[config.mk]
export PLATFORM = sky130hd
export DESIGN_NAME = distinct_color_palette_detector
export DESIGN_NICKNAME = d
export VERILOG_FILES = /design/src/design/dcp_pkg.sv /design/src/design/distinct_color_palette_detector.sv /design/src/design/dcp_ctrl.sv /design/src/design/dcp_datapath.sv
export SDC_FILE = /design/constraint.sdc
export NUM_CORES = 1
export LEC_CHECK = 0
export BUFFER_PORTS_ARGS = -buffer_cell sky130_fd_sc_hd__buf_2
export CAP_MARGIN = 20
export CORE_UTILIZATION = 68
export DETAILED_ROUTE_END_ITERATION = 16
export GPL_ROUTABILITY_DRIVEN = 0
export PLACE_DENSITY_LB_ADDON = 0.05
export SYNTH_ARGS = -nofsm -noshare
export SYNTH_HDL_FRONTEND = slang
export SYNTH_SLANG_ARGS = --single-unit
[constraint.sdc]
create_clock -name i_clk -period 14.6 [get_ports i_clk]
set_input_delay 4.38 -clock i_clk [delete_from_list [all_inputs] [get_ports i_clk]]
set_output_delay 4.38 -clock i_clk [all_outputs]
set_load 0.01 [all_outputs]
[src/design/dcp_pkg.sv]
`timescale 1ns / 1ps

package dcp_pkg;

    localparam int STORE_DEPTH = 16;
    localparam int IDX_W       = $clog2(STORE_DEPTH);
    localparam int CNT_W       = $clog2(STORE_DEPTH + 1);
    localparam int PAL_SIZE    = 4;

    typedef logic [23:0] t_color;

    // r<<16 | g<<8 | b, one row per palette_select code
    localparam t_color CGA_PAL [0:3][0:PAL_SIZE-1] = '{
        '{24'h000000, 24'h00AA00, 24'hAA0000, 24'hAA5500},
        '{24'h000000, 24'h55FF55, 24'hFF5555, 24'hFFFF55},
        '{24'h000000, 24'h00AAAA, 24'hAA00AA, 24'hAAAAAA},
        '{24'h000000, 24'h55FFFF, 24'hFF55FF, 24'hFFFFFF}
    };

    typedef struct packed {
        logic capture;  // latch the incoming word
        logic exec;     // look up, insert and load the result register
    } t_cmd;

    typedef struct packed {
        logic out_free; // result register empty or being drained
    } t_status;

endpackage

[src/design/distinct_color_palette_detector.sv]
`timescale 1ns / 1ps

// Distinct color counter: each RGB word is compared in parallel against up
// to 16 stored colors, inserted if new (or flags overflow when the store is
// full), and answered with its slot, new flag, color count, overflow flag and
// whether the seen set equals the CGA palette picked by i_cfg_data. A word
// with i_last_pixel set still gets its result, then the set is emptied. Each
// word is first latched, then looked up, inserted and compared against the
// palette from the store registers once the output register is free; the
// next word is taken while a result still waits in the output register.
// Write the palette select only while no word is in flight.
module distinct_color_palette_detector
    import dcp_pkg::*;
(
    input  logic       i_clk,
    input  logic       i_rst_n,
    input  logic       i_cfg_we,
    input  logic [1:0] i_cfg_data,
    input  logic       i_in_valid,
    output logic       o_in_ready,
    input  logic [7:0] i_red,
    input  logic [7:0] i_green,
    input  logic [7:0] i_blue,
    input  logic       i_last_pixel,
    output logic       o_out_valid,
    input  logic       i_out_ready,
    output logic [3:0] o_slot_index,
    output logic       o_is_new,
    output logic [4:0] o_color_count,
    output logic       o_overflow,
    output logic       o_palette_matches
);

    t_cmd    cmd;
    t_status status;

    dcp_ctrl u_ctrl (
        .i_clk      (i_clk),
        .i_rst_n    (i_rst_n),
        .i_in_valid (i_in_valid),
        .o_in_ready (o_in_ready),
        .i_status   (status),
        .o_cmd      (cmd)
    );

    dcp_datapath u_dp (
        .i_clk             (i_clk),
        .i_rst_n           (i_rst_n),
        .i_cmd             (cmd),
        .o_status          (status),
        .i_cfg_we          (i_cfg_we),
        .i_cfg_data        (i_cfg_data),
        .i_red             (i_red),
        .i_green           (i_green),
        .i_blue            (i_blue),
        .i_last_pixel      (i_last_pixel),
        .o_out_valid       (o_out_valid),
        .i_out_ready       (i_out_ready),
        .o_slot_index      (o_slot_index),
        .o_is_new          (o_is_new),
        .o_color_count     (o_color_count),
        .o_overflow        (o_overflow),
        .o_palette_matches (o_palette_matches)
    );

endmodule

[src/design/dcp_ctrl.sv]
`timescale 1ns / 1ps

module dcp_ctrl
    import dcp_pkg::*;
(
    input  logic    i_clk,
    input  logic    i_rst_n,
    input  logic    i_in_valid,
    output logic    o_in_ready,
    input  t_status i_status,
    output t_cmd    o_cmd
);

    localparam logic S_IDLE = 1'b0;
    localparam logic S_CALC = 1'b1;

    logic r_state;
    logic n_state;

    always_comb begin
        o_in_ready    = (r_state == S_IDLE);
        o_cmd.capture = (r_state == S_IDLE) && i_in_valid;
        o_cmd.exec    = (r_state == S_CALC) && i_status.out_free;
        n_state       = r_state;
        unique case (r_state)
            S_IDLE: begin
                if (i_in_valid) n_state = S_CALC;
            end
            S_CALC: begin
                if (i_status.out_free) n_state = S_IDLE;
            end
            default: n_state = S_IDLE;
        endcase
    end

    always_ff @(posedge i_clk) begin
        if (!i_rst_n) begin
            r_state <= S_IDLE;
        end else begin
            r_state <= n_state;
        end
    end

    a_cmd_excl: assert property (@(posedge i_clk) disable iff (!i_rst_n)
        !(o_cmd.capture && o_cmd.exec))
        else $error("capture and exec in the same cycle");

endmodule

[src/design/dcp_datapath.sv]
`timescale 1ns / 1ps

module dcp_datapath
    import dcp_pkg::*;
(
    input  logic             i_clk,
    input  logic             i_rst_n,
    input  t_cmd             i_cmd,
    output t_status          o_status,
    input  logic             i_cfg_we,
    input  logic [1:0]       i_cfg_data,
    input  logic [7:0]       i_red,
    input  logic [7:0]       i_green,
    input  logic [7:0]       i_blue,
    input  logic             i_last_pixel,
    output logic             o_out_valid,
    input  logic             i_out_ready,
    output logic [3:0]       o_slot_index,
    output logic             o_is_new,
    output logic [4:0]       o_color_count,
    output logic             o_overflow,
    output logic             o_palette_matches
);

    t_color             r_store [0:STORE_DEPTH-1];
    logic [CNT_W-1:0]   r_count;
    logic               r_ovf;
    logic [1:0]         r_pal_sel;
    t_color             r_pix;
    logic               r_last;

    logic               r_out_valid;
    logic [IDX_W-1:0]   r_slot;
    logic               r_is_new;
    logic [CNT_W-1:0]   r_out_count;
    logic               r_out_ovf;
    logic               r_out_pal;

    logic [STORE_DEPTH-1:0] hit;
    logic                   found;
    logic [IDX_W-1:0]       hit_slot;
    logic                   full;
    logic                   ins;
    logic [IDX_W-1:0]       n_slot;
    logic [CNT_W-1:0]       n_count;
    logic                   n_ovf;
    t_color                 post [0:PAL_SIZE-1];
    logic [PAL_SIZE-1:0]    pal_seen;
    logic                   n_pal;

    assign o_status.out_free = !r_out_valid || i_out_ready;

    always_comb begin
        hit      = '0;
        hit_slot = '0;
        for (int j = 0; j < STORE_DEPTH; j++) begin
            hit[j] = (CNT_W'(j) < r_count) && (r_store[j] == r_pix);
        end
        // entries are distinct, so at most one hit
        for (int j = STORE_DEPTH - 1; j >= 0; j--) begin
            if (hit[j]) hit_slot = IDX_W'(j);
        end
        found   = |hit;
        full    = (r_count == CNT_W'(STORE_DEPTH));
        ins     = !found && !full;
        n_slot  = found ? hit_slot : (ins ? r_count[IDX_W-1:0] : '0);
        n_count = r_count + CNT_W'(ins);
        n_ovf   = r_ovf || (!found && full);

        // first entries as they stand after this word's insert
        for (int k = 0; k < PAL_SIZE; k++) begin
            post[k] = (ins && r_count == CNT_W'(k)) ? r_pix : r_store[k];
        end
        pal_seen = '0;
        for (int p = 0; p < PAL_SIZE; p++) begin
            for (int k = 0; k < PAL_SIZE; k++) begin
                if (post[k] == CGA_PAL[r_pal_sel][p]) pal_seen[p] = 1'b1;
            end
        end
        n_pal = !n_ovf && (n_count == CNT_W'(PAL_SIZE)) && (&pal_seen);
    end

    always_ff @(posedge i_clk) begin
        if (i_cmd.capture) begin
            r_pix  <= {i_red, i_green, i_blue};
            r_last <= i_last_pixel;
        end
        if (i_cmd.exec) begin
            if (ins) r_store[r_count[IDX_W-1:0]] <= r_pix;
            r_slot      <= n_slot;
            r_is_new    <= ins;
            r_out_count <= n_count;
            r_out_ovf   <= n_ovf;
            r_out_pal   <= n_pal;
        end
    end

    always_ff @(posedge i_clk) begin
        if (!i_rst_n) begin
            r_count     <= '0;
            r_ovf       <= 1'b0;
            r_pal_sel   <= 2'd3;
            r_out_valid <= 1'b0;
        end else begin
            if (i_cfg_we) r_pal_sel <= i_cfg_data;
            if (i_cmd.exec) begin
                // end of image: store is emptied by dropping the count
                r_count     <= r_last ? '0 : n_count;
                r_ovf       <= r_last ? 1'b0 : n_ovf;
                r_out_valid <= 1'b1;
            end else if (i_out_ready) begin
                r_out_valid <= 1'b0;
            end
        end
    end

    assign o_out_valid       = r_out_valid;
    assign o_slot_index      = 4'(r_slot);
    assign o_is_new          = r_is_new;
    assign o_color_count     = 5'(r_out_count);
    assign o_overflow        = r_out_ovf;
    assign o_palette_matches = r_out_pal;

    a_count_range: assert property (@(posedge i_clk) disable iff (!i_rst_n)
        r_count <= CNT_W'(STORE_DEPTH))
        else $error("color count beyond store depth");

    a_new_slot: assert property (@(posedge i_clk) disable iff (!i_rst_n)
        r_out_valid && r_is_new |->
            (r_out_count == CNT_W'(r_slot) + CNT_W'(1)) && !r_out_ovf)
        else $error("new color not placed at the top slot");

    a_pal_size: assert property (@(posedge i_clk) disable iff (!i_rst_n)
        r_out_valid && r_out_pal |-> r_out_count == CNT_W'(PAL_SIZE) && !r_out_ovf)
        else $error("palette match with wrong color count");

    a_exec_loads: assert property (@(posedge i_clk) disable iff (!i_rst_n)
        i_cmd.exec |=> r_out_valid)
        else $error("result register not loaded");

endmodule

==> metrics.md, run 1 <==
| Metric | Value |
|---|---|
| Die area | 0.03128 mm^2 |
| Post-synth EDFFs | 421 |
| Slew HR | 26.16% |
| Ys flop type | edfxtp_1 |
| TNS Setup | 0 ps |
| Drc violations | 0 |
| Crit. End Element | flop |
| Startpoint Class | input pin |
| Largest net degree at the start of global routing | 39 |
| Pwr/cell area | 113.6 mW/mm^2 |
| Final Max Tran Viols | 0 |
| Num CTS Buffers | 44 |
| Syn nets | 1,620 |
| HPWL Detailed | 31,070 um |
| Drt via density | 6.849 |
| Most frequent cells in the layout | edfxtp_1 (421), xor2_1 (228), xnor2_1 (161), nor4_1 (101), nand4_1 (86) |
| TritonCTS clock tree | yes |
| Post-cts resize count | 0 |
| Multi-input gate area | 0.007622 mm^2 |
| Achievable Freq | 0.1510 GHz |
| Post-Syn Area | 0.02079 mm^2 |
| Fin. Hold Viols | 0 |
| Initial detailed-routing violation count | 1,890 |
| Dpl ws | 7260 ps |
| Hold-fix buffers, CTS | 0 |
| Clk Latency, worst-skew pair | 560 ps |
| Initial Util | 69.61% |
| PortBufs | 45 |
| Layout overhead on the synthesized area | 10.66% |
| Sw Pwr | 0.6118 mW |
| Grt ovf | 0 |
| Final Cell Area | 0.02301 mm^2 |
| Worst-case clock buffer depth | 3 |
| Sequential power share | 53.1% |
| Vias in the first global route | 13,780 |
| Ports | 46 |
| Routed WL | 53,820 um |
| Synth async-reset ratio | 0% |
| H-tree depth | 2 |
| Setup CP Type | input pin to flop |
| Postcts setup bufs | 0 |
| Critical path peak fanout | 15 |
| # fillers | 1,794 |
| Synth top area cells | edfxtp_1 (61%), xor2_1 (9.6%), xnor2_1 (6.8%) |
| Most common cell after layout, fill and taps aside | edfxtp_1 |
| FF+latch area | 0.01284 mm^2 |
| Layout net count | 1,690 |
| RSZ-0062 raised after global routing | no |
| Endpoints failing setup | 0 |
| Top cell type's share of synthesized area | 60.79% |
| Antenna violations before repair | 0 |
| Worst path required time | 14,860 ps |
| Post-route ant nets | 0 |
| Reg clk slew, reported paths | 60 ps |
| Worst slew pin tran | 1097 ps |
| Core area | 0.02987 mm^2 |
| Crit share post-route | 45.35% |
| Clk root buf | clkbuf_16 |
| Yosys reg bits | 431 |
| Worst Skew | 30.92 ps |
| Clock share of power | 39.2% |
| Die Wd | 176.9 um |
| Cell count after synthesis | 1,586 |
| Final worst slack | 7978 ps |
| MaxCap Viol Count | 0 |
| Top cell type by total area after synthesis | edfxtp_1 |
| First-pass GRT wire length | 80,210 um |
| Clock period minus worst slack | 6622 ps |
| Post-place instance area | 0.02153 mm^2 |
| Status | finished clean |
| Routed vias | 14,240 |
| Netlist cell types | 75 |
| Worst Hold Class | flop to flop |
| # rows | 63 |
| YS warnings | 0 |
| Internal | 2.003 mW |
| Avg Cell Area, Syn | 13.11 um^2 |
| # clock sinks | 431 |
| Net Sw Frac | 23.40% |
| CP Data Arrival Time | 6880 ps |
| Total inserted antenna cells | 0 |
| All-Layer GR Usage | 34.56% |
| Die H | 176.9 um |
| Per-cell routed wire length | 25.89 um |
| VDD IR max | 0.0001603 V |
| Share of post-route cells with drive strength above 1 | 11.60% |
| Seq/Total Area, Yosys | 61.76% |
| Pre-antenna DRT Iters | 8 |
| Leak Pwr | 7.397 nW |
| Combinational group share of total power | 7.7% |
[worst paths after layout]
kind	start	to	slack, ps	cells after the start
setup / recovery	i_out_ready	u_dp.r_store[4][8]	7980	8
hold / removal	u_dp.o_out_valid	u_dp.o_out_valid	520	2
setup reg to reg	u_dp.r_pix[11]	u_dp.o_palette_matches	9100	14
hold reg to reg	u_dp.o_out_valid	u_dp.o_out_valid	520	2
[Yosys cell counts, types with 4 or more instances]
cell type	instances
o21ai_0	18
nand4_1	86
o22ai_1	14
o211ai_1	12
nor4b_1	9
nor2b_1	7
nor4_1	101
or3_1	8
or2_2	5
mux2_2	4
and4_1	6
nand3b_1	5
mux2i_1	17
nand2_1	74
a31oi_1	7
or4_1	22
buf_2	6
nor3_1	39
o2111ai_1	6
edfxtp_1	421
and2_1	5
nand4b_1	7
o31ai_1	4
clkbuf_1	41
xor2_1	228
a21boi_0	4
and3b_1	4
nor3b_1	7
nand3_1	15
xnor2_1	161
nand2b_1	4
nor2_1	91
or3b_2	9
buf_1	19
a21oi_1	31
inv_1	16
dfxtp_1	10
a22oi_1	5
buf_6	5
[critical path, stage by stage]
cell and delay (ps):
buf_2 70, nand2b_1 110, nand2_1 230, inv_1 490, and2_1 350, nand2_1 380, nor2_2 610, buf_8 230
[routing by layer]
layer  track usage [%]  vias up  share of wire [%]
met5                 0        -                  0
met4             14.87        0                4.2
met3             5.412      186                 11
met2             52.03      976                 45
met1             50.36     6923                 41
li1                  -     6155                  -
[area by class of cell]
| cell class | instances | share of cell area, % |
|---|---|---|
| Clock buffer | 57 | 5.089 |
| Clock inverter | 22 | 0.5601 |
| Inverter | 17 | 0.2773 |
| Multi-Input combinational cell | 1066 | 33.12 |
| Sequential cell | 431 | 55.81 |
| Tap cell | 390 | 2.121 |
| Timing Repair Buffer | 96 | 3.018 |
[power groups by stage]
stage	logic (mW)	registers, mW	clock network (mW)
6_report	0.202	1.39	1.02
5_1_grt	0.214	1.39	1.07
4_1_cts	0.197	1.39	1.03
3_5_place_dp	0.195	1.41	0
3_3_place_gp	0.191	1.41	0
2_1_floorplan	0.121	1.42	0
[registers in the layout (all words and copies together) (netlist names)]
| signal | count |
|---|---|
| u_dp.r_store | 384 |
| u_dp.r_ovf | 1 |
| u_dp.r_last | 1 |
| u_dp.o_is_new | 1 |
| u_dp.o_palette_matches | 1 |
| u_ctrl.r_state | 1 |
| u_dp.r_pix | 24 |
| u_dp.r_count | 5 |
| u_dp.o_slot_index | 4 |
| u_dp.r_pal_sel | 2 |
| u_dp.o_color_count | 5 |
| u_dp.o_out_valid | 1 |
| u_dp.o_overflow | 1 |
[cells by family after synthesis]
kind of cell               count (synthesis)  synth area share (%)
AOI/OAI and AO/OA                        131                 4.266
xor gates and xnor gates                 389                 16.38
adders and majority gates                  2                0.1203
muxes                                     24                 1.342
buffers and inverters                     89                 1.841
DFF                                      431                 61.76
and+or+nand+nor                          520                 14.29
[per-stage QoR]
stage	hold WS (ps)	utilization (%)	power, mW	cells
after global placement	505.2	72.08	1.605	1988
final	520.8	77.02	2.615	2079
after floorplan	518.2	-	1.539	1586
after global routing	544.9	77.02	2.678	2079
after detailed placement	522.8	72.08	1.609	1988
after CTS	530.3	76.43	2.618	2067
(Power assumes the default switching activity.)
==> run 2: changes to the inputs <==
--- a/config.mk
+++ b/config.mk
@@ -5,9 +5,10 @@
 export SDC_FILE = /design/constraint.sdc
 export NUM_CORES = 1
 export LEC_CHECK = 0
+export ABC_AREA = 1
 export BUFFER_PORTS_ARGS = -buffer_cell sky130_fd_sc_hd__buf_2
 export CAP_MARGIN = 20
-export CORE_UTILIZATION = 68
+export CORE_UTILIZATION = 57
 export DETAILED_ROUTE_END_ITERATION = 16
 export GPL_ROUTABILITY_DRIVEN = 0
 export PLACE_DENSITY_LB_ADDON = 0.05
==> constraint.sdc (replaced) <==
create_clock -name i_clk -period 6 [get_ports i_clk]
set_input_delay 1.8 -clock i_clk [delete_from_list [all_inputs] [get_ports i_clk]]
set_output_delay 1.8 -clock i_clk [all_outputs]
set_load 0.01 [all_outputs]
==> run 2 against run 1 <==
Effect of this change: critical path depth rose by 16; global-route usage fell by 4.7 points; via count rose by 19%; register-to-register slack got worse by 7900 ps; clock skew fell by 5.8 ps; routed wire length rose by 13%; sequential power rose by 140%; worst hold slack got worse by 33 ps; count of clock-buffer cells in the layout rose by 4; critical endpoint is now u_dp.o_palette_matches; highest routed layer unchanged.
==> metrics.md, run 2 <==
| Metric | Value |
|---|---|
| Status | finished clean |
| All-Layer GR Usage | 29.85% |
| Antenna violations before repair | 0 |
| Post-synth EDFFs | 421 |
| Final Max Tran Viols | 0 |
| CP Data Arrival Time | 5230 ps |
| Layout net count | 2,535 |
| Clk root buf | clkbuf_16 |
| H-tree depth | 2 |
| Routed vias | 16,920 |
| Grt ovf | 0 |
| MaxCap Viol Count | 0 |
| TritonCTS clock tree | yes |
| Post-Syn Area | 0.02290 mm^2 |
| Ys flop type | edfxtp_1 |
| Seq/Total Area, Yosys | 56.09% |
| Cell count after synthesis | 2,456 |
| Top cell type's share of synthesized area | 55.22% |
| TNS Setup | 0 ps |
| Startpoint Class | flop |
| Critical path peak fanout | 68 |
| Sw Pwr | 1.597 mW |
| Reg clk slew, reported paths | 60 ps |
| Post-cts resize count | 0 |
| Hold-fix buffers, CTS | 0 |
| Post-route ant nets | 0 |
| Crit. End Element | flop |
| Per-cell routed wire length | 19.84 um |
| Proportion of synthesized area in mux cells | 0.04918% |
| Share of post-route cells with drive strength above 1 | 9.353% |
| Postcts setup bufs | 0 |
| Clk Latency, worst-skew pair | 600 ps |
| Die area | 0.04097 mm^2 |
| Total inserted antenna cells | 0 |
| Worst-case clock buffer depth | 3 |
| HPWL Detailed | 40,750 um |
| Setup CP Type | flop to flop |
| Crit share post-route | 79.34% |
| Num CTS Buffers | 47 |
| Die Wd | 202.4 um |
| Initial detailed-routing violation count | 1,571 |
| Worst path required time | 6470 ps |
| Simple-gate share of the synthesized area | 24.43% |
| First-pass GRT wire length | 92,590 um |
| Fin. Hold Viols | 0 |
| YS warnings | 0 |
| Achievable Freq | 0.2101 GHz |
| Net Sw Frac | 23.87% |
| Top cell type by total area after synthesis | edfxtp_1 |
| Internal | 5.095 mW |
| Util after Layout | 62.97% |
| Final Cell Area | 0.02496 mm^2 |
| Slew HR | 29.99% |
| Reg-to-Reg Start | u_dp.r_pix[1] |
| Ports | 46 |
| Synth top area cells | edfxtp_1 (55%), nand2_1 (12%), xor2_1 (6.3%) |
| RSZ-0062 raised after global routing | no |
| # clock sinks | 431 |
| Clock share of power | 41.6% |
| Clock period minus worst slack | 4761 ps |
| Design Power | 6.692 mW |
| Vias in the first global route | 16,020 |
| Most frequent cells in the layout | nand2_1 (751), edfxtp_1 (421), nor2_1 (301), inv_1 (185), xor2_1 (165) |
| Avg Cell Area, Syn | 9.322 um^2 |
| Worst Hold Class | flop to flop |
| Core area | 0.03964 mm^2 |
| Post-synthesis adder-cell area fraction | 0.1093% |
| Netlist cell types | 45 |
| Leak Pwr | 10.15 nW |
| Drt via density | 5.532 |
| Most frequent cells after synthesis | nand2_1 (751), edfxtp_1 (421), nor2_1 (321), inv_1 (185), xor2_1 (165) |
| Worst slew pin tran | 1050 ps |
| Drc violations | 0 |
| VDD IR max | 0.0002661 V |
| Routed WL | 60,710 um |
| Worst Skew | 25.09 ps |
| Top-count cell post-synth | nand2_1 |
| Post-place instance area | 0.02349 mm^2 |
| Worst Hold Launch | u_dp.r_ovf |
| Synth async-reset ratio | 0% |
| Syn nets | 2,490 |
| Final Instance Count excl. Fillers | 3,059 |
| Max reg flops | 384 |
| Combinational group share of total power | 7.5% |
| Yosys reg bits | 431 |
| Layout overhead on the synthesized area | 9.017% |
| Inst Count DP | 2,977 |
| PortBufs | 45 |
| Pre-antenna DRT Iters | 6 |
| Largest net degree at the start of global routing | 69 |
| Most common cell after layout, fill and taps aside | nand2_1 |
| Initial Util | 57.76% |
| Synth Area in XOR/XNOR | 10.02% |
| Pwr/cell area | 268.1 mW/mm^2 |
| Largest family of logic cells by synthesized area | simple AND/OR/NAND/NOR gates |
| # rows | 73 |
| Sequential power share | 50.9% |
| Endpoints failing setup | 0 |
| Die H | 202.4 um |
| Synth Area in Compound Gates | 2.432% |
| Beginning of the critical path | u_dp.r_pix[1] |
## run 2: changes by cell type in the layout (fill, tap and decap cells not counted), sizes merged, moves of 63 or more
cell   delta
xor2     -63
inv     +195
xnor2    -64
nand3    +94
nor2    +239
o21ai    +64
nor4     -95
nand2   +684
## run 2: path summary, 6_finish.rpt
check                      endpoint  slack, ps  cells past startpoint
max          u_dp.o_palette_matches       1240                     24
max reg2reg  u_dp.o_palette_matches       1240                     24
min                      u_dp.r_ovf        490                      2
min reg2reg              u_dp.r_ovf        490                      2
## run 2: layout make-up
cell class	instances	area, um^2
well taps	525	656.9
flip-flops and latches	431	12840
fillers	3227	14680
clock inverters	21	187.7
multi-input cells	1706	8536
inverters	213	804.5
clock buffers	61	1280
repair buffers	102	653.1
## run 2: cell families (layout without fill, tap and decap cells)
group | count (synthesis) | after routing
AOI/OAI and AO/OA | 107 | 107
xor gates and xnor gates | 262 | 262
adders and majority gates | 2 | 2
buffers and inverters | 319 | 397
DFF | 431 | 431
muxes | 1 | 1
and+or+nand+nor | 1334 | 1334
## run 2: routing by layer
layer	share of wire, %	routed length, um	track usage, %	up-vias
li1	-	-	-	8111
met1	42	25550	40.07	8061
met2	47	28830	48.68	627
met3	6.1	3686	3.418	123
met4	4.3	2629	13.99	0
met5	0	0	0	-
## run 2: worst max-delay path, stage by stage, from the launching register on
cell	delay (ps)
edfxtp_1	850
buf_4	420
xor2_1	180
nor2_1	90
nand2_1	120
nor2_1	80
nand3_1	130
nand2_1	120
nor2_1	140
nand2_2	150
nor2_8	350
buf_4	670
nand4_1	170
nand2_1	130
and2_1	150
nand3_1	70
nand2_1	100
nand2_1	120
nor2_1	160
nand2_1	80
nand2_1	70
inv_1	40
nand2_1	60
nand2_1	50
nor2_1	80
## run 2: metrics by stage
stage / hold WS (ps) / setup WS, ps
2_1_floorplan: 459.9 / 2184
3_3_place_gp: 474.0 / 1388
4_1_cts: 488.3 / 1309
6_report: 487.6 / 1239
5_1_grt: 528.7 / 803.6
3_5_place_dp: 478.8 / 1329
## run 2: power groups by stage
stage | registers (mW) | logic (mW) | clock network (mW)
after CTS | 3.40 | 0.498 | 2.83
after detailed placement | 3.47 | 0.496 | 0
final | 3.40 | 0.500 | 2.79
after global routing | 3.41 | 0.553 | 2.93
after floorplan | 3.45 | 0.358 | 0
after global placement | 3.47 | 0.488 | 0
